## config.mk

```make
export PLATFORM = sky130hd
export DESIGN_NAME = dpvv_cell
export DESIGN_NICKNAME = d
export VERILOG_FILES = /design/src/sv/dpvv_pkg.sv /design/src/sv/dpvv_cell.sv
export SDC_FILE = /design/constraint.sdc
export NUM_CORES = 1
export LEC_CHECK = 0
export BUFFER_PORTS_ARGS = -buffer_cell sky130_fd_sc_hd__buf_2
export CORE_AREA = 2 2 438 440
export DETAILED_ROUTE_END_ITERATION = 10
export DIE_AREA = 0 0 440 442
export GPL_ROUTABILITY_DRIVEN = 0
export PLACE_DENSITY_LB_ADDON = 0.05
export SLEW_MARGIN = 40
export SYNTH_ARGS = -nofsm -noshare
export SYNTH_HDL_FRONTEND = slang
export SYNTH_SLANG_ARGS = --single-unit
```

## constraint.sdc

```tcl
create_clock -name clock -period 23 [get_ports clock]
set_input_delay 1.15 -clock clock [delete_from_list [all_inputs] [get_ports clock]]
set_output_delay 1.15 -clock clock [all_outputs]
set_load 0.01 [all_outputs]
```

## src/sv/dpvv_pkg.sv

```systemverilog
// Shared types and constants for the double point vortex velocity block.
// No dependencies; every other file of the block imports this package.
`timescale 1ns / 1ps
`default_nettype none

package dpvv_pkg;

   // 2*pi in Q3.29 and the matching shift.
   localparam int          PI_SHIFT = 29;
   localparam logic [31:0] TWO_PI_Q = 32'd3373259426;

   // Quotient and velocity width.
   localparam int QUOT_W   = 32;
   localparam int VORTICES = 2;
   localparam int LANES    = 4;

   localparam logic [QUOT_W-1:0] POS_LIMIT = {1'b0, {(QUOT_W-1){1'b1}}};
   localparam logic [QUOT_W-1:0] NEG_LIMIT = {1'b1, {(QUOT_W-1){1'b0}}};

   typedef enum logic [2:0] {
      CSR_FIRST_CENTRE_X  = 3'd0,
      CSR_FIRST_CENTRE_Y  = 3'd1,
      CSR_SECOND_CENTRE_X = 3'd2,
      CSR_SECOND_CENTRE_Y = 3'd3,
      CSR_FIRST_STRENGTH  = 3'd4,
      CSR_SECOND_STRENGTH = 3'd5
   } csr_index_type;

   // Per-item flags carried alongside the divisions.
   // Lane 2v is the x component of vortex v, lane 2v+1 its y component.
   typedef struct packed {
      logic [VORTICES-1:0] at_centre;
      logic [LANES-1:0]    sat;
      logic [LANES-1:0]    neg;
   } flags_type;

   // Width of 2*pi*r^2 for a given coordinate width.
   function automatic int den_width(input int coord_width);
      return 2 * (coord_width + 1) + 1 + QUOT_W;
   endfunction

endpackage

`default_nettype wire

```

## src/sv/dpvv_cell.sv

```systemverilog
// One restoring division step for all four velocity lanes of one item.
// Depends on dpvv_pkg.
`timescale 1ns / 1ps
`default_nettype none

module dpvv_cell
   import dpvv_pkg::*;
#(
   parameter int DEN_W = 70
) (
   input  wire logic                              clock,
   input  wire logic                              reset,
   input  wire logic                              in_valid,
   output logic                                   in_ready,
   input  wire logic [VORTICES-1:0][DEN_W-1:0]    in_den,
   input  wire logic [LANES-1:0][DEN_W-1:0]       in_rem,
   input  wire logic [LANES-1:0][QUOT_W-1:0]      in_quot,
   input  wire flags_type                         in_flags,
   output logic                                   out_valid,
   input  wire logic                              out_ready,
   output logic [VORTICES-1:0][DEN_W-1:0]         out_den,
   output logic [LANES-1:0][DEN_W-1:0]            out_rem,
   output logic [LANES-1:0][QUOT_W-1:0]           out_quot,
   output flags_type                              out_flags
);

   logic                            valid_ff;
   logic [LANES-1:0][DEN_W-1:0]     rem_in;
   logic [LANES-1:0][QUOT_W-1:0]    quot_in;
   logic [DEN_W:0]                  trial [LANES];
   logic [DEN_W:0]                  diff  [LANES];
   logic [LANES-1:0]                take;

   assign in_ready  = !valid_ff || out_ready;
   assign out_valid = valid_ff;

   // The remainder stays below the divisor, so the doubled value fits one
   // extra bit; the numerator bit shifted in is always zero.
   always_comb begin
      for (int l = 0; l < LANES; l++) begin
         trial[l]   = {in_rem[l], 1'b0};
         diff[l]    = trial[l] - {1'b0, in_den[l >> 1]};
         take[l]    = trial[l] >= {1'b0, in_den[l >> 1]};
         rem_in[l]  = take[l] ? diff[l][DEN_W-1:0] : trial[l][DEN_W-1:0];
         quot_in[l] = {in_quot[l][QUOT_W-2:0], take[l]};
      end
   end

   always_ff @(posedge clock) begin
      if (reset) begin
         valid_ff <= 1'b0;
      end else if (in_ready) begin
         valid_ff <= in_valid;
      end
   end

   always_ff @(posedge clock) begin
      if (in_ready) begin
         out_den   <= in_den;
         out_rem   <= rem_in;
         out_quot  <= quot_in;
         out_flags <= in_flags;
      end
   end

endmodule

`default_nettype wire

```

* Word level (Yosys, flattened, before mapping)
Index checks and enable logic that the tools add are counted.
** Storage, ports and cells
- Word-level logic and storage cells :: 32
- Register bits after elaboration :: 559
- Output and inout port bits :: 560
** Operators by class
- Add/subtract/negate cells :: 4
- Reductions and logical operators :: 2
- $lt $le $gt $ge :: 4
- Muxes and demuxes :: 4
** Operators with widths (count)
- $ge A71 B70 Y1 :: 4
- $mux W70 :: 4
- $sub A70 B70 Y70 :: 4
- $logic_not A1 Y1 :: 1
- $logic_or A1 B1 Y1 :: 1

* Longest topological paths before layout
Gate-level depths: netlist (run 1).
- Depth after elaboration :: 2
- Depth in mapped cells :: 16
- Gate-level depth less buffers :: 13

* Least setup slack after synthesis (run 1)
No wires, ideal clock.
- Kind :: input port to output port
- Start :: input port out_ready
- End :: output port in_ready
- Required time :: 21.850 ns
- Setup slack :: 7.324 ns
- Buffers on the path :: 0
- Arrival :: 14.526 ns
- Stages :: 1
- Path through :: nand2b_1
** Between the ends
- Word-level cells in the longest chain between the ends :: 1
** Ends and longest elaborated chain
- from (decl) :: line dpvv_cell.sv:20 : input wire logic out_ready,
- $logic_or A1 B1 Y1 :: line dpvv_cell.sv:34 : assign in_ready = !valid_ff || out_ready;
- to (decl) :: line dpvv_cell.sv:14 : output logic in_ready,
Every way passes these cells.

==> run summary, run 1 <==
status: completed
startpoint types: primary input
critical path fanouts, max: 41
CTS Buffer Depth: 3
Routed WL: 192000 um
VDD IR max: 0.0517 mV
vias in the first global route: 32500
arrival time worst endpoint: 6.81 ns
Area Growth Syn to Fin: 29.6%
Initial Utilization: 19.5%
register area: 0.0168 mm2
setup repair bufs after CTS: 0
Die Wd: 440 um
cts bufs inserted: 82
Yosys warning total: 0
Slew Limit Fails: 0
Synth async-reset ratio: 0%
syn_nets: 4384
post-layout net count: 5443
Synth Area per Inst: 10.5 um2
HPWL Detailed: 162000 um
Worst Path Required: 23.42 ns
final hold viol count: 0
Resize count post-CTS: 0
via count: 32300
Cells after Synth: 3538
area of the multi-input gates: 0.0188 mm2
largest net degree at the start of global routing: 141
Pwr Density: 77.1 mW/mm2
crit path to: out_rem[125]
biggest area consumer among synthesized cells: edfxtp_1
worst skew pair latency: 0.72 ns
Die ar.: 0.194 mm2
first-pass GRT wire length: 261000 um
DR WL/cell: 26.8 um
leading cell type in the layout, fill and taps excluded: buf_2
Detail Route Antenna Nets: 0
Die Ht: 442 um
Boundary Pins: 1122
FMAX: 156 MHz
grt ovf: 0
crit path time final: 6.39 ns
synth unique cells: 89
LEAKAGE: 20.6 nW
most frequent cells in the layout: buf_2 (1117), edfxtp_1 (558), a21oi_1 (400)
Starting DRT DRC Count: 2060
Seq/Total Area, Yosys: 45.3%
Critical Path Sink Type: flip-flop
layout cells sized above 1: 28.1%
initial antenna violation count: 112
Fin Setup TNS: 0 ns
R2R setup slack: 19.80 ns
Max-Cap Viols: 0
R2R depth: 4
register bit total from synthesis: 559
Pwr Total: 3.70 mW
Fillers: 20700
Main synth FF type: edfxtp_1
max_slew headroom: 42.7%
RSZ-0062 raised after global routing: false
DRC violations left: 0
count of standard-cell rows: 160
synthesized area: 0.0371 mm2
Via density: 4.49
core box area: 0.190 mm2
number of buffers added on ports: 1117
Hold/Removal Path Class: primary input to flip-flop
CTS tree: yes
Setup-failing EPs final: 0
Tot GR Track Use: 19.0%
Worst Setup SP: in_den[8]
clock sink count: 559
Post-synth EDFFs: 558
root buffer cell: clkbuf_16
First-pass DRT Iterations: 7
share of the synthesized area in the top cell type: 45.2%
CTS HTree Levels: 3
Least-Margin Pin Slew: 0.851 ns
period utilization: 27.8%
worst reg2reg startpoint: out_valid
clock-pin slew on the worst setup and hold paths: 0.06 ns
Clock Skews: 0.0238 ns
crit path kind: primary input to flip-flop
synth top area cells: edfxtp_1 (45%), ha_1 (9.5%), mux2_1 (6.3%)
reg-to-reg endpoint: out_rem[98]
hold-fix buffers at CTS: 0
how the worst min path moves through the flow:
stage | start | to | cells after the start
after detailed placement | out_valid | out_valid | 2
after CTS | reset | out_valid | 2
after global placement | out_valid | out_valid | 2
final | reset | out_valid | 2
after floorplan | reset | out_valid | 1
after global routing | in_quot[60] | out_quot[61] | 1
per-stage QoR:
stage / cell area (um2) / worst slack (ns) / hold slack (ns) / utilization (%) / instances
final: 48000 / 16.61 / 0.599 / 25.3 / 7182
after CTS: 47900 / 16.65 / 0.506 / 25.3 / 7164
after detailed placement: 45300 / 15.85 / 1.03 / 23.9 / 7022
after global placement: 45200 / 15.89 / 1.00 / 23.9 / 7021
after floorplan: 37100 / 7.32 / 1.22 / - / 3538
after global routing: 48000 / 16.45 / 0.532 / 25.3 / 7169
final cells by class:
| class | count | share of cell area [%] |
|---|---|---|
| repair buffers | 1138 | 12.1 |
| diodes | 16 | 0.0833 |
| clock buffers | 96 | 4.38 |
| inverters | 223 | 1.75 |
| clock inverters | 46 | 1.12 |
| multi-input cells | 2593 | 39.1 |
| flip-flops and latches | 559 | 34.9 |
| well taps | 2511 | 6.54 |
state kept, by name (all words and copies together), names as in the netlist:
name,count
out_valid,1
out_rem,280
out_flags,10
out_den,140
out_quot,128
Yosys cell counts, types with 8 or more instances:
| cell | count |
|---|---|
| buf_2 | 23 |
| inv_1 | 221 |
| and4_1 | 12 |
| nand2_1 | 228 |
| nor2_1 | 212 |
| xor2_1 | 98 |
| o31ai_1 | 16 |
| ha_1 | 280 |
| edfxtp_1 | 558 |
| a221o_1 | 10 |
| or3_1 | 14 |
| a211oi_1 | 29 |
| and3_1 | 22 |
| nand2b_1 | 16 |
| nor2b_1 | 19 |
| nand3_1 | 57 |
| nand4_1 | 98 |
| a21o_1 | 145 |
| a31oi_1 | 36 |
| o21a_1 | 22 |
| mux2_2 | 10 |
| nor3_1 | 36 |
| xnor2_1 | 159 |
| nor4_1 | 15 |
| a221oi_1 | 11 |
| a21oi_1 | 401 |
| a41oi_1 | 9 |
| o211ai_1 | 19 |
| o21bai_1 | 70 |
| and2_1 | 18 |
| o21ai_0 | 138 |
| nor3b_1 | 8 |
| nand4b_1 | 8 |
| mux2_1 | 206 |
| clkbuf_1 | 118 |
| o21ai_1 | 47 |
| a21boi_0 | 13 |
| buf_4 | 14 |
power breakdown:
| group | internal (mW) | switching [mW] | leakage, nW |
|---|---|---|---|
| Combinational | 0.390 | 0.681 | 13.6 |
| Sequential | 1.30 | 0.0395 | 5.78 |
| Clock | 0.757 | 0.540 | 1.28 |
kinds of logic after synthesis:
group / share of synthesized area [%]
AO/OA/AOI/OAI: 18.0
XOR/XNOR: 6.07
adder cells (fa/ha/maj): 9.67
buffers and inverters: 4.27
flip-flops: 45.3
multiplexers: 6.59
AND/OR/NAND/NOR: 10.2
critical path, cell delays in order:
cell and delay [ns]:
buf_2 0.18, inv_1 0.12, ha_1 0.41, nand3_1 0.18
nor2_1 0.13, o31ai_1 0.16, o21ai_1 0.41, o21ai_1 0.16
a21oi_1 0.57, a31oi_2 0.45, o31ai_2 0.69, a21oi_1 0.36
o21bai_4 0.21, buf_4 0.47, buf_4 0.63, mux2_1 0.47
routing by layer:
layer	track usage, %	vias to the layer above	wire (um)
met5	0	-	210
met4	3.69	34	4310
met3	5.00	297	12200
met2	35.0	988	99200
met1	21.8	15500	76200
li1	-	15400	-
No activity file was read; power rests on OpenSTA's default activity.
==> run 2: changes to the inputs <==
--- a/config.mk
+++ b/config.mk
@@ -5,10 +5,11 @@
 export SDC_FILE = /design/constraint.sdc
 export NUM_CORES = 1
 export LEC_CHECK = 0
+export ABC_AREA = 1
 export BUFFER_PORTS_ARGS = -buffer_cell sky130_fd_sc_hd__buf_2
-export CORE_AREA = 2 2 438 440
+export CORE_AREA = 2 2 443 445
 export DETAILED_ROUTE_END_ITERATION = 10
-export DIE_AREA = 0 0 440 442
+export DIE_AREA = 0 0 445 447
 export GPL_ROUTABILITY_DRIVEN = 0
 export PLACE_DENSITY_LB_ADDON = 0.05
 export SLEW_MARGIN = 40
==> constraint.sdc (replaced) <==
create_clock -name clock -period 5.9 [get_ports clock]
set_input_delay 0.295 -clock clock [delete_from_list [all_inputs] [get_ports clock]]
set_output_delay 0.295 -clock clock [all_outputs]
set_load 0.01 [all_outputs]
==> run 2 against run 1 <==
Net effect: synthesized cell count up 91%; critical path depth grew 1; worst setup slack worse by 15 ns; sequential power grew to 3.9 times the previous value; area after synthesis rose by 22%; clock power increased to 3.7 times the previous value; sequential share of layout area fell by 7.8 points; utilization rose by 6.5 points; worst hold slack got worse by 0.48 ns.
==> run summary, run 2 <==
synth top area cells: edfxtp_1 (37%), nand2_1 (24%), inv_1 (10%)
biggest area consumer among synthesized cells: edfxtp_1
Least-Margin Pin Slew: 0.912 ns
Worst Path Required: 6.48 ns
Fin Setup TNS: 0 ns
layout cells sized above 1: 15.1%
cts bufs inserted: 78
max reg flops: 280
LEAKAGE: 32.7 nW
synth unique cells: 33
via count: 49700
Die ar.: 0.199 mm2
vias in the first global route: 46600
post-layout net count: 9293
Critical Path Sink Type: flip-flop
synthesized area: 0.0453 mm2
Routed WL: 258000 um
status: completed
Hold Path Origin: in_rem[237]
Main synth FF type: edfxtp_1
grt ovf: 0
final hold viol count: 0
largest net degree at the start of global routing: 137
register area: 0.0168 mm2
reg-to-reg endpoint: out_den[125]
R2R setup slack: 3.76 ns
critical path fanouts, max: 62
Synth async-reset ratio: 0%
Post-synth EDFFs: 558
clock sink count: 559
Pwr Density: 246 mW/mm2
Synth Area per Inst: 6.71 um2
Top reg by flops: out_rem
First-pass DRT Iterations: 8
syn_nets: 7599
share of the synthesized area in the top cell type: 37.0%
initial antenna violation count: 50
arrival time worst endpoint: 4.50 ns
Seq/Total Area, Yosys: 37.0%
most frequent cell after synthesis: nand2_1
core box area: 0.194 mm2
Area Growth Syn to Fin: 36.3%
Hold/Removal Path Class: primary input to flip-flop
number of buffers added on ports: 1117
Detail Route Antenna Nets: 0
CTS tree: yes
setup repair bufs after CTS: 0
crit path kind: primary input to flip-flop
Slew Limit Fails: 0
WHS Endpoint: out_rem[238]
clock-pin slew on the worst setup and hold paths: 0.06 ns
worst reg2reg startpoint: out_valid
Die Ht: 447 um
count of standard-cell rows: 162
fin util: 31.8%
synth cell count leaders: nand2_1 (2859), inv_1 (1262), edfxtp_1 (558)
startpoint types: primary input
crit path time final: 3.92 ns
Yosys warning total: 0
area of the multi-input gates: 0.0232 mm2
max_slew headroom: 38.6%
Max-Cap Viols: 0
cell area after layout: 0.0618 mm2
DRC violations left: 0
HPWL Detailed: 222000 um
Min-Delay Path Depth: 3
FMAX: 255 MHz
period utilization: 66.4%
Post-DP Area: 0.0537 mm2
leading cell type in the layout, fill and taps excluded: nand2_1
first-pass GRT wire length: 348000 um
worst skew pair latency: 0.72 ns
Non-Filler Instances: 11100
R2R depth: 2
Hold Slack: 0.120 ns
DR WL/cell: 23.3 um
Die Wd: 445 um
register bit total from synthesis: 559
Fillers: 21800
VDD IR max: 0.204 mV
CTS Buffer Depth: 3
root buffer cell: clkbuf_16
RSZ-0062 raised after global routing: false
Setup-failing EPs final: 0
Initial Utilization: 23.3%
Tot GR Track Use: 24.7%
CTS HTree Levels: 3
hold-fix buffers at CTS: 540
Regs by FF count: out_rem: 280 flops, out_den: 140 flops, out_quot: 128 flops
Via density: 4.50
Clock Skews: 0.0492 ns
most frequent cells in the layout: nand2_1 (2858), inv_1 (1262), buf_2 (1117)
Cells after Synth: 6753
Starting DRT DRC Count: 4119
dpl cells: 10400
Resize count post-CTS: 0
Boundary Pins: 1122
## run 2: changes by cell type after synthesis, moves of 36 or more
cell,delta
a21o_1,-144
a21oi_1,-98
a31oi_1,-36
clkbuf_1,-118
inv_1,+1041
mux2_1,-206
nand2_1,+2631
nand3_1,+283
nand3b_1,+47
nand4_1,-45
nor2_1,+323
o21ai_1,-40
xnor2_1,-155
xor2_1,+46
## run 2: power breakdown
part	switching, mW	internal [mW]	total (mW)	leakage [nW]
clock network	2.10	2.73	4.84	1.22
logic	3.45	1.67	5.12	25.6
registers	0.186	5.02	5.21	5.83
## run 2: critical path, cell delays in order
cell           delay, ns
dlygate4sd3_1       0.55
buf_2               0.15
inv_1               0.44
ha_1                0.44
nand2_1             0.20
nor2_1              0.19
inv_2               0.07
nor2_1              0.21
nand2_1             0.13
nor2_1              0.12
nand2_1             0.08
nand3_1             0.19
nand2_2             0.09
nand2_4             0.15
buf_4               0.65
nand3_1             0.34
nand2_1             0.14
## run 2: cells by family (layout without fill, tap and decap cells)
| family | Yosys count | in the layout | share of synthesized area, % |
|---|---|---|---|
| AO/OA/AOI/OAI | 470 | 470 | 5.46 |
| XOR/XNOR | 148 | 148 | 2.86 |
| adder cells (fa/ha/maj) | 284 | 284 | 7.91 |
| buffers and inverters | 1342 | 3097 | 11.8 |
| flip-flops | 559 | 559 | 37.0 |
| other | 0 | 14 | 0 |
| AND/OR/NAND/NOR | 3950 | 3950 | 34.9 |
## run 2: metrics by stage
stage,worst slack (ns),total power [mW]
2_1_floorplan,1.27,7.84
3_3_place_gp,1.87,10.1
3_5_place_dp,1.82,10.1
4_1_cts,2.10,15.4
5_1_grt,1.88,15.9
6_report,1.98,15.2
## run 2: layout make-up
class	instances	share of cell area [%]
flip-flops and latches	559	27.2
well taps	2542	5.15
clock buffers	95	3.26
multi-input cells	4852	37.5
diodes	14	0.0567
inverters	1284	7.83
clock inverters	46	0.863
repair buffers	1672	18.1
## run 2: worst max path at each step
stage	startpoint	endpoint	slack, ns	cells after the start
after floorplan	out_ready	out_den[0]	1.27	2
after global placement	in_den[117]	out_rem[234]	1.87	16
after detailed placement	in_den[117]	out_rem[235]	1.82	16
after CTS	in_den[117]	out_rem[235]	2.10	17
after global routing	in_den[117]	out_rem[185]	1.88	15
final	in_den[124]	out_rem[185]	1.98	17
## run 2: routing by layer
layer  wire length [um]  global-route usage [%]  vias to the layer above
met3              16000                    3.60                      275
met1             117000                    33.8                    23200
met4               7980                    7.51                        6
li1                   -                       -                    24500
met5                 33                       0                        -
met2             117000                    40.1                     1769
