File: config.mk
export PLATFORM = sky130hd
export DESIGN_NAME = dpvv_back
export DESIGN_NICKNAME = d
export VERILOG_FILES = /design/src/sv/dpvv_pkg.sv /design/src/sv/dpvv_back.sv
export SDC_FILE = /design/constraint.sdc
export NUM_CORES = 1
export LEC_CHECK = 0
export BUFFER_PORTS_ARGS = -buffer_cell sky130_fd_sc_hd__buf_2
export CORE_MARGIN = 1
export CORE_UTILIZATION = 55
export DETAILED_ROUTE_END_ITERATION = 6
export PLACE_DENSITY = 0.77
export SYNTH_ARGS = -nofsm -noshare
export SYNTH_HDL_FRONTEND = slang
export SYNTH_SLANG_ARGS = --single-unit
File: constraint.sdc
create_clock -name clock -period 7.9 [get_ports clock]
set_input_delay 0.79 -clock clock [delete_from_list [all_inputs] [get_ports clock]]
set_output_delay 0.79 -clock clock [all_outputs]
set_load 0.005 [all_outputs]
File: src/sv/dpvv_pkg.sv
// Shared types and constants for the double point vortex velocity block.
// No dependencies; every other file of the block imports this package.
`timescale 1ns / 1ps
`default_nettype none

package dpvv_pkg;

   // 2*pi in Q3.29 and the matching shift.
   localparam int          PI_SHIFT = 29;
   localparam logic [31:0] TWO_PI_Q = 32'd3373259426;

   // Quotient and velocity width.
   localparam int QUOT_W   = 32;
   localparam int VORTICES = 2;
   localparam int LANES    = 4;

   localparam logic [QUOT_W-1:0] POS_LIMIT = {1'b0, {(QUOT_W-1){1'b1}}};
   localparam logic [QUOT_W-1:0] NEG_LIMIT = {1'b1, {(QUOT_W-1){1'b0}}};

   typedef enum logic [2:0] {
      CSR_FIRST_CENTRE_X  = 3'd0,
      CSR_FIRST_CENTRE_Y  = 3'd1,
      CSR_SECOND_CENTRE_X = 3'd2,
      CSR_SECOND_CENTRE_Y = 3'd3,
      CSR_FIRST_STRENGTH  = 3'd4,
      CSR_SECOND_STRENGTH = 3'd5
   } csr_index_type;

   // Per-item flags carried alongside the divisions.
   // Lane 2v is the x component of vortex v, lane 2v+1 its y component.
   typedef struct packed {
      logic [VORTICES-1:0] at_centre;
      logic [LANES-1:0]    sat;
      logic [LANES-1:0]    neg;
   } flags_type;

   // Width of 2*pi*r^2 for a given coordinate width.
   function automatic int den_width(input int coord_width);
      return 2 * (coord_width + 1) + 1 + QUOT_W;
   endfunction

endpackage

`default_nettype wire

File: src/sv/dpvv_back.sv
// Back end: sign and saturation of each contribution, then the saturated sums.
// Depends on dpvv_pkg.
`timescale 1ns / 1ps
`default_nettype none

module dpvv_back
   import dpvv_pkg::*;
(
   input  wire logic                          clock,
   input  wire logic                          reset,
   input  wire logic                          in_valid,
   output logic                               in_ready,
   input  wire logic [LANES-1:0][QUOT_W-1:0]  in_quot,
   input  wire flags_type                     in_flags,
   output logic                               out_valid,
   input  wire logic                          out_ready,
   output logic signed [QUOT_W-1:0]           vel_x,
   output logic signed [QUOT_W-1:0]           vel_y,
   output logic                               at_centre,
   output logic                               clipped
);

   logic                valid1_ff;
   logic                valid2_ff;
   logic                ld1;
   logic                ld2;
   logic [QUOT_W-1:0]   limit [LANES];
   logic [QUOT_W-1:0]   mag   [LANES];
   logic [QUOT_W-1:0]   part_in [LANES];
   logic [LANES-1:0]    clip_lane;
   logic [QUOT_W-1:0]   part_ff [LANES];
   logic                clip1_ff;
   logic                centre1_ff;
   logic [QUOT_W:0]     sum_x;
   logic [QUOT_W:0]     sum_y;
   logic                ovf_x;
   logic                ovf_y;

   assign ld2       = !valid2_ff || out_ready;
   assign ld1       = !valid1_ff || ld2;
   assign in_ready  = ld1;
   assign out_valid = valid2_ff;

   always_comb begin
      for (int l = 0; l < LANES; l++) begin
         limit[l] = in_flags.neg[l] ? NEG_LIMIT : POS_LIMIT;
         if (in_flags.sat[l] || (in_quot[l] > limit[l])) begin
            mag[l]       = limit[l];
            clip_lane[l] = !in_flags.at_centre[l >> 1];
         end else begin
            mag[l]       = in_quot[l];
            clip_lane[l] = 1'b0;
         end
         if (in_flags.at_centre[l >> 1]) begin
            part_in[l] = '0;
         end else begin
            part_in[l] = in_flags.neg[l] ? (~mag[l]) + QUOT_W'(1) : mag[l];
         end
      end
   end

   always_ff @(posedge clock) begin
      if (reset) begin
         valid1_ff <= 1'b0;
         valid2_ff <= 1'b0;
      end else begin
         if (ld1) begin
            valid1_ff <= in_valid;
         end
         if (ld2) begin
            valid2_ff <= valid1_ff;
         end
      end
   end

   always_ff @(posedge clock) begin
      if (ld1) begin
         part_ff    <= part_in;
         clip1_ff   <= |clip_lane;
         centre1_ff <= |in_flags.at_centre;
      end
   end

   assign sum_x = {part_ff[0][QUOT_W-1], part_ff[0]} + {part_ff[2][QUOT_W-1], part_ff[2]};
   assign sum_y = {part_ff[1][QUOT_W-1], part_ff[1]} + {part_ff[3][QUOT_W-1], part_ff[3]};
   assign ovf_x = sum_x[QUOT_W] != sum_x[QUOT_W-1];
   assign ovf_y = sum_y[QUOT_W] != sum_y[QUOT_W-1];

   always_ff @(posedge clock) begin
      if (ld2) begin
         if (ovf_x) begin
            vel_x <= sum_x[QUOT_W] ? NEG_LIMIT : POS_LIMIT;
         end else begin
            vel_x <= sum_x[QUOT_W-1:0];
         end
         if (ovf_y) begin
            vel_y <= sum_y[QUOT_W] ? NEG_LIMIT : POS_LIMIT;
         end else begin
            vel_y <= sum_y[QUOT_W-1:0];
         end
         at_centre <= centre1_ff;
         clipped   <= clip1_ff || ovf_x || ovf_y;
      end
   end

endmodule

`default_nettype wire

======== Word-level counts from Yosys, hierarchy flattened ========
Cells that the tools add are included.
word-level totals
  flip-flop bits (word level) ............. 198
  bits of input ports ..................... 142
  output and inout bits ................... 68
  logic and storage cells ................. 62
cells by class
  add/sub/neg operators ................... 6
  magnitude comparators ................... 4
  eq/ne operators ......................... 2
  muxes and demuxes ....................... 20
  bitwise operators ....................... 4
  reduce and logical (&&, ||, !) cells .... 14
operators with widths
  kind                   number
  $mux 32                16
  $add 32x1->32 const B  4
  $gt 32x32->1           4
  $not 32->32            4
  $add 32x32->33         2
  $logic_or 1x1->1       8
  $logic_not 1->1        4
  $mux 1                 4
  $reduce_or 4->1        1
  $ne 1x1->1             2
  $reduce_or 2->1        1

======== Longest topological paths before layout ========
Gate-level depths: netlist of the first run.
  word-level depth ........................ 7
  depth in mapped cells ................... 25
  gate-level depth less buffers ........... 21

======== Worst setup path after synthesis of the first run ========
Ideal clock, no wire load.
  path type ............................... input port to flip-flop
  start point ............................. in in_flags[0] in the netlist's numbering
  end point ............................... reg part_ff[126] in the netlist's numbering, data pin
  setup time .............................. 168 ps
  arrival time ............................ 5,662 ps
  required time ........................... 7,732 ps
  slack ................................... 2,071 ps
  stages .................................. 24
  path buffers ............................ 4
  cells stage by stage .................... buf_6 > inv_1 > clkbuf_1 > clkbuf_1 > ha_1 > nand4_1 > nor2_1 > nand2_1 > o22ai_1 > a211oi_1 > a31oi_1 > clkbuf_1 > mux2i_1 > ha_1 > and2b_2 > nand4b_4 > or3_4 > or3_4 > nor3_4 > nand3b_2 > or4_1 > nand3_1 > o21ai_1 > a221oi_2
between the ends
  longest elaborated chain between the ends .. 7
ends and longest elaborated chain
  element                 RTL line         source
  start: declaration      dpvv_back.sv:14  input wire flags_type in_flags,
  $mux 32                 dpvv_back.sv:46  limit[l] = in_flags.neg[l] ? NEG_LIMIT : POS_LIMIT;
  $gt 32x32->1            dpvv_back.sv:47  if (in_flags.sat[l] || (in_quot[l] > limit[l])) begin
  $logic_or 1x1->1        dpvv_back.sv:47
  $mux 32                 dpvv_back.sv:47
  $not 32->32             dpvv_back.sv:57  part_in[l] = in_flags.neg[l] ? (~mag[l]) + QUOT_W'(1) : mag[l];
  $add 32x1->32           dpvv_back.sv:57
  $mux 32 *               dpvv_back.sv:57
  end signal: assignment  dpvv_back.sv:78  part_ff <= part_in;
  end: declaration        dpvv_back.sv:31  logic [QUOT_W-1:0] part_ff [LANES];
Mark *: on every way between the ends. The rest lies on a longest branch, timed or not.
A chain may end at the register's enable or synchronous reset.

======== Final worst setup path of the first run ========
Ends and elaborated chain as after synthesis.

==> flow_summary.yaml, run 1 <==
route:
  vias: 16300
  total_drc_errors_in_the_routed_layout: 2
  detail-route-antenna-nets: 0
  drt_pre_antenna_iters: 7
  drt-total-wl_mm: 48.9
  initialDrtViolationCount: 1669
  viasPerCell: 6.40
  routedWlPerCell_um: 19.2
setup_path:
  timing.setup.critical_path_class: "in2reg"
  worstSetupEndpointType: "flip-flop"
  critical_path_fanouts_max: 46
  worst_path_required_ps: 8170
  arrival_ps: 6110
  start_kind: "primary input"
layout:
  finish.utilization_pct: 62.3
  synthToLayoutAreaGrowth_pct: 11.5
  share_of_post_route_cells_with_drive_strength_above_1_pct: 16.3
  num_antenna_cells: 0
  fillCellCount: 2718
  multiInputGateArea_um2: 11200
  fin_nets: 2466
  register_area_um2: 5930
clocking:
  cts-root-buf: "sky130_fd_sc_hd__clkbuf_16"
  cts.repair_timing.setup_buffer_count: 0
  clkLatencyLatePin_ps: 450
  ctsLongestPathBuffers: 2
  cts-buffers-inserted: 17
  clk_pin_slew_worst_paths_ps: 80
  holdBufCountCts: 0
  cts.htree.levels: 4
  tritoncts_num_sinks: 198
  tritoncts_clock_tree: "done"
  cts.repair.resized: 0
yosys:
  synth.ff_latch_count: 198
  synth.yosys.seq_area_share_pct: 33.6
  synth_cell_types: 90
  synthFlopType: "sky130_fd_sc_hd__edfxtp_1"
  syn_area_per_cell_um2: 8.97
  syn-instance-count: 1964
  yosys_warn_count: 0
  synth.net_count: 2304
  syn-cell-area_um2: 17600
  synth_edf_count: 196
  postSynth.asyncResetShare_pct: 0
pwr:
  power_leakage_nw: 8.34
  irDropWorstVdd_uv: 154
  power_density_nw_per_um2: 182
placement:
  dpl.hpwl_mm: 37.6
  pre_cts_slack_ps: 1650
  globalplace.congestion: 0.949
  io_buffers: 209
hold_path:
  min_path_type: "reg2reg"
timing:
  report.final.setup_viol: 0
  max_slew.worst_pin.slew_ps: 1230
  min_period_over_period_pct: 73.9
  grt_setup_unrepaired: "no"
  final_hold_viol_count: 0
  clock-skew-final_ps: 10.4
  highest_clock_frequency_the_design_can_meet_mhz: 171
  fin_crit_ps: 5840
  slew-limit-headroom_pct: 16.4
  finalSetupTns_ps: 0
  slew_violations: 0
  finalWorstSetupSlack_ps: 2060
die:
  start_util_pct: 55.9
  core_um2: 31600
  floorplan.die.width_um: 181
  die_area_um2: 32800
  placementRows: 65
  die_height_um: 181
  boundary_pin_count: 210
grt:
  grt-ovfl-total: 0
  grt_first_pass_wirelength_mm: 77.6
  groute.usage.overall_pct: 29.7
  via_count_of_the_first_global_routing_pass: 14600
  number_of_antenna_violations_at_the_first_check_in_global_routing: 4
  grt_max_degree: 74
run_status:
  failed_checks: "DRC"
  status: "finished with violations"
job:
  max-cap-violations: 0
-- power by group --
group	internal, mW	leakage, nW	switching (mW)
Combinational	0.484	5.88	0.692
Clock	0.444	0.306	0.469
Sequential	1.40	2.16	0.0894
-- metal layers --
metal  share of wire [%]  GRT usage [%]
met3                 8.8           5.54
met1                  45           43.6
met5                0.10              0
met2                  43           43.9
met4                 2.9           9.56
-- flip-flops by register name, indices dropped and copies added, names as in the netlist --
| name | flops |
|---|---|
| out_valid | 1 |
| clipped | 1 |
| vel_x | 32 |
| part_ff | 128 |
| valid1_ff | 1 |
| at_centre | 1 |
| vel_y | 32 |
| clip1_ff | 1 |
| centre1_ff | 1 |
-- placed cells by master, fill, tap and decap left out, types with 43 or more instances in the layout --
cell,instances
sky130_fd_sc_hd__inv_1,43
sky130_fd_sc_hd__a21oi_1,202
sky130_fd_sc_hd__a21o_1,92
sky130_fd_sc_hd__o21ai_0,180
sky130_fd_sc_hd__nor2_1,158
sky130_fd_sc_hd__buf_2,209
sky130_fd_sc_hd__nor3_1,75
sky130_fd_sc_hd__ha_1,196
sky130_fd_sc_hd__edfxtp_1,196
sky130_fd_sc_hd__nand2_1,143
-- worst max-delay path, cell delays in order --
cell and delay (ps):
sky130_fd_sc_hd__buf_2 330, sky130_fd_sc_hd__buf_4 480, sky130_fd_sc_hd__ha_1 330, sky130_fd_sc_hd__a21o_1 160, sky130_fd_sc_hd__a21oi_1 140, sky130_fd_sc_hd__nor2b_1 60
sky130_fd_sc_hd__o21ai_0 150, sky130_fd_sc_hd__nand3_1 90, sky130_fd_sc_hd__a211oi_1 350, sky130_fd_sc_hd__a31oi_4 40, sky130_fd_sc_hd__buf_4 280, sky130_fd_sc_hd__mux2i_1 280
sky130_fd_sc_hd__ha_1 310, sky130_fd_sc_hd__and2b_2 210, sky130_fd_sc_hd__nand4b_4 130, sky130_fd_sc_hd__or3_4 410, sky130_fd_sc_hd__or3_4 400, sky130_fd_sc_hd__nor3_4 140
sky130_fd_sc_hd__nand3b_2 140, sky130_fd_sc_hd__or4_1 430, sky130_fd_sc_hd__nand3_1 90, sky130_fd_sc_hd__o21ai_1 80, sky130_fd_sc_hd__a221oi_2 280
-- kinds of logic after synthesis --
logic type,count (synthesis),share of synthesized area (%)
buf+inv,132,2.91
xor+xnor,64,3.22
fa+ha+maj,209,14.8
flops,198,33.6
compound gates,674,23.8
simple gates,632,18.3
mux,55,3.39
-- cell usage after synthesis (all sizes together), types with 13 or more instances --
| cell | count | area, µm² |
|---|---|---|
| a21oi | 205 | 1030 |
| edfxtp | 196 | 5890 |
| ha | 196 | 2450 |
| o21ai | 183 | 920 |
| nor2 | 159 | 599 |
| nand2 | 145 | 547 |
| a21o | 92 | 691 |
| nor3 | 80 | 438 |
| clkbuf | 72 | 270 |
| inv | 44 | 165 |
| xnor2 | 41 | 367 |
| mux2 | 37 | 417 |
| nand3 | 37 | 185 |
| nand4 | 33 | 206 |
| a211oi | 29 | 218 |
| o21a | 29 | 218 |
| nand2b | 28 | 175 |
| or3 | 25 | 170 |
| a31oi | 24 | 156 |
| xor2 | 23 | 201 |
| a221oi | 22 | 199 |
| nor2b | 22 | 138 |
| nor4 | 22 | 138 |
| mux2i | 18 | 180 |
| o31ai | 17 | 133 |
| buf | 14 | 70.1 |
| o211ai | 13 | 97.6 |
| or4 | 13 | 101 |
-- cell type report --
| cell class | instances | share of cell area [%] |
|---|---|---|
| multi-input combinational | 1634 | 57.1 |
| sequential | 198 | 30.1 |
| timing repair buffer | 229 | 6.09 |
| clock buffer | 17 | 2.16 |
| tap | 402 | 2.56 |
| inverter | 46 | 0.878 |
| clock inverter | 15 | 1.04 |
-- stage by stage --
| stage | std cells | instance area (µm²) | hold WS, ps | total power [mW] |
|---|---|---|---|---|
| final | 2541 | 19700 | 443 | 3.57 |
| after global routing | 2541 | 19700 | 449 | 3.76 |
| after CTS | 2541 | 19700 | 445 | 3.57 |
| after detailed placement | 2509 | 19000 | 426 | 2.66 |
| after global placement | 2509 | 19000 | 413 | 2.63 |
| after floorplan | 1964 | 17600 | 400 | 2.20 |
-- path summary, 6_finish.rpt --
path | from | end | cells after the start | slack [ps]
min reg2reg | centre1_ff$_DFFE_PP_ | at_centre$_DFFE_PP_ | 0 | 440
min | centre1_ff$_DFFE_PP_ | at_centre$_DFFE_PP_ | 0 | 440
max | in_flags[0] | part_ff[126]$_SDFFCE_PP0P_ | 23 | 2060
max reg2reg | part_ff[97]$_SDFFCE_PP0P_ | vel_x[30]$_DFFE_PP_ | 12 | 3430
Power figures use the tool's default switching activity.
==> run 2, diff against run 1 <==
- PLACE_DENSITY: 0.77 -> 0.8
- clock period: 7.9 -> 4.75 ns (I/O delays scaled with it)
==> flow_summary.yaml, run 2 (same netlist as run 1, synthesis figures left out) <==
grt:
  grt-ovfl-total: 0
  grtUsageMet2_pct: 47.9
  number_of_antenna_violations_at_the_first_check_in_global_routing: 6
  via_count_of_the_first_global_routing_pass: 15300
  grt_max_degree: 67
  global_route.usage.met3_pct: 5.12
  grt_first_pass_wirelength_mm: 82.4
  grt-busiest-layer: "met2"
  grt_util_met1_pct: 46.2
  groute.usage.overall_pct: 31.5
setup_path:
  crit_buf_inv: 3
  worstSetupEndpointType: "flip-flop"
  arrival_ps: 4750
  cpMaxStageDelayCell: "sky130_fd_sc_hd__or4_1"
  critical-path-top-delay-family: "simple AND/OR/NAND/NOR gates"
  worst_path_required_ps: 5040
  critical_path_fanouts_max: 18
  crit_chain: "buf_6, buf_4, ha_1, nand4_1, nor2_1, nand2_1, o22ai_1, a211oi_1, buf_4, a31oi_4, mux2i_2, ha_2, and2b_2, nand4b_4, or3_4, or3_4, nor3_4, nand3b_2, or4_1, nand3_1, o21ai_1, a221oi_2"
  start_kind: "primary input"
  timing.setup.critical_path_class: "in2reg"
  crit_path_max_incr_delay_ps: 420
placement:
  io_buffers: 209
  globalplace.congestion: 0.966
  placed_cell_areas_um2: 19500
  pre_cts_slack_ps: -337
  dpl.hpwl_mm: 39.8
die:
  die_height_um: 181
  start_util_pct: 55.9
  die_area_um2: 32800
  floorplan.die.width_um: 181
  placementRows: 65
  boundary_pin_count: 210
  core_um2: 31600
layout:
  layout.cells.most_common_list: "sky130_fd_sc_hd__buf_2, sky130_fd_sc_hd__a21oi_1, sky130_fd_sc_hd__edfxtp_1"
  fillCellCount: 2612
  biggestRegsByFlops: "part_ff: 128 flops, vel_x: 32 flops, vel_y: 32 flops"
  share_of_post_route_cells_with_drive_strength_above_1_pct: 18.8
  register_area_um2: 5930
  finalInstanceArea_um2: 20100
  synthToLayoutAreaGrowth_pct: 14.3
  fin_nets: 2525
  largest-register: "part_ff"
  multiInputGateArea_um2: 11200
  mostFrequentLayoutCell: "sky130_fd_sc_hd__buf_2"
  finish.utilization_pct: 63.8
  largest_reg_flops: 128
timing:
  finalWorstSetupSlack_ps: 289
  highest_clock_frequency_the_design_can_meet_mhz: 224
  report.final.setup_viol: 0
  min_period_over_period_pct: 93.9
  grt_setup_unrepaired: "no"
  fin_crit_ps: 4460
  slew-limit-headroom_pct: 39.4
  max_slew.worst_pin.slew_ps: 909
  slew_violations: 0
  final_hold_viol_count: 0
  clock-skew-final_ps: 12.7
job:
  max-cap-violations: 0
route:
  initialDrtViolationCount: 1895
  routedWlPerCell_um: 19.9
  detail-route-antenna-nets: 0
  viasPerCell: 6.46
  vias: 16800
  drt_pre_antenna_iters: 6
  total_drc_errors_in_the_routed_layout: 0
  drt-total-wl_mm: 51.7
run_status:
  status: "finished clean"
clocking:
  clk_pin_slew_worst_paths_ps: 90
  cts-root-buf: "sky130_fd_sc_hd__clkbuf_16"
  cts-buffers-inserted: 17
  cts.repair_timing.setup_buffer_count: 0
  holdBufCountCts: 0
  tritoncts_clock_tree: "done"
  cts.htree.levels: 4
  tritoncts_num_sinks: 198
  ctsLongestPathBuffers: 2
  clkLatencyLatePin_ps: 450
pwr:
  power_density_nw_per_um2: 301
  irDropWorstVdd_uv: 253
  power_leakage_nw: 8.63
  total_power_mw: 6.06
hold_path:
  min_path_type: "in2reg"
[run 2: worst paths after layout]
kind | start | endpoint | slack, ps | cells past startpoint
max reg2reg | part_ff[0]$_SDFFCE_PP0P_ | vel_y[1]$_DFFE_PP_ | 500 | 14
max | in_flags[0] | part_ff[126]$_SDFFCE_PP0P_ | 290 | 22
min | reset | out_valid$_SDFFE_PP0P_ | 200 | 2
min reg2reg | centre1_ff$_DFFE_PP_ | at_centre$_DFFE_PP_ | 430 | 0
[run 2: where the power goes]
part / switching (mW) / internal, mW
Combinational: 1.19 / 0.847
Sequential: 0.154 / 2.32
Clock: 0.804 / 0.742
[run 2: timing repair]
action	in CTS	in global routing
setup endpoints to repair	0	1
hold endpoints to repair	0	0
gates resized for setup	0	5
[run 2: through the flow]
stage	instances	setup TNS, ps	hold WS [ps]
6_report	2603	0	197
5_1_grt	2601	0	194
4_1_cts	2600	0	187
3_5_place_dp	2568	-585	411
3_3_place_gp	2568	-218	410
2_1_floorplan	1964	-317	400
[run 2: per-layer routing]
metal | vias up | part of all wire (%) | routed length, µm
met3 | 100 | 9.5 | 4920
met1 | 7970 | 45 | 23100
met5 | - | 0.070 | 36
met2 | 766 | 43 | 22300
met4 | 6 | 2.6 | 1360
li1 | 7969 | - | -
[run 2: area by class of cell]
cell class | instances | area share, %
Antenna cell | 3 | 0.0373
Sequential cell | 198 | 29.4
Tap cell | 402 | 2.50
Multi-Input combinational cell | 1634 | 55.8
Clock buffer | 17 | 2.11
Clock inverter | 15 | 1.04
Inverter | 46 | 0.857
Timing Repair Buffer | 288 | 8.23
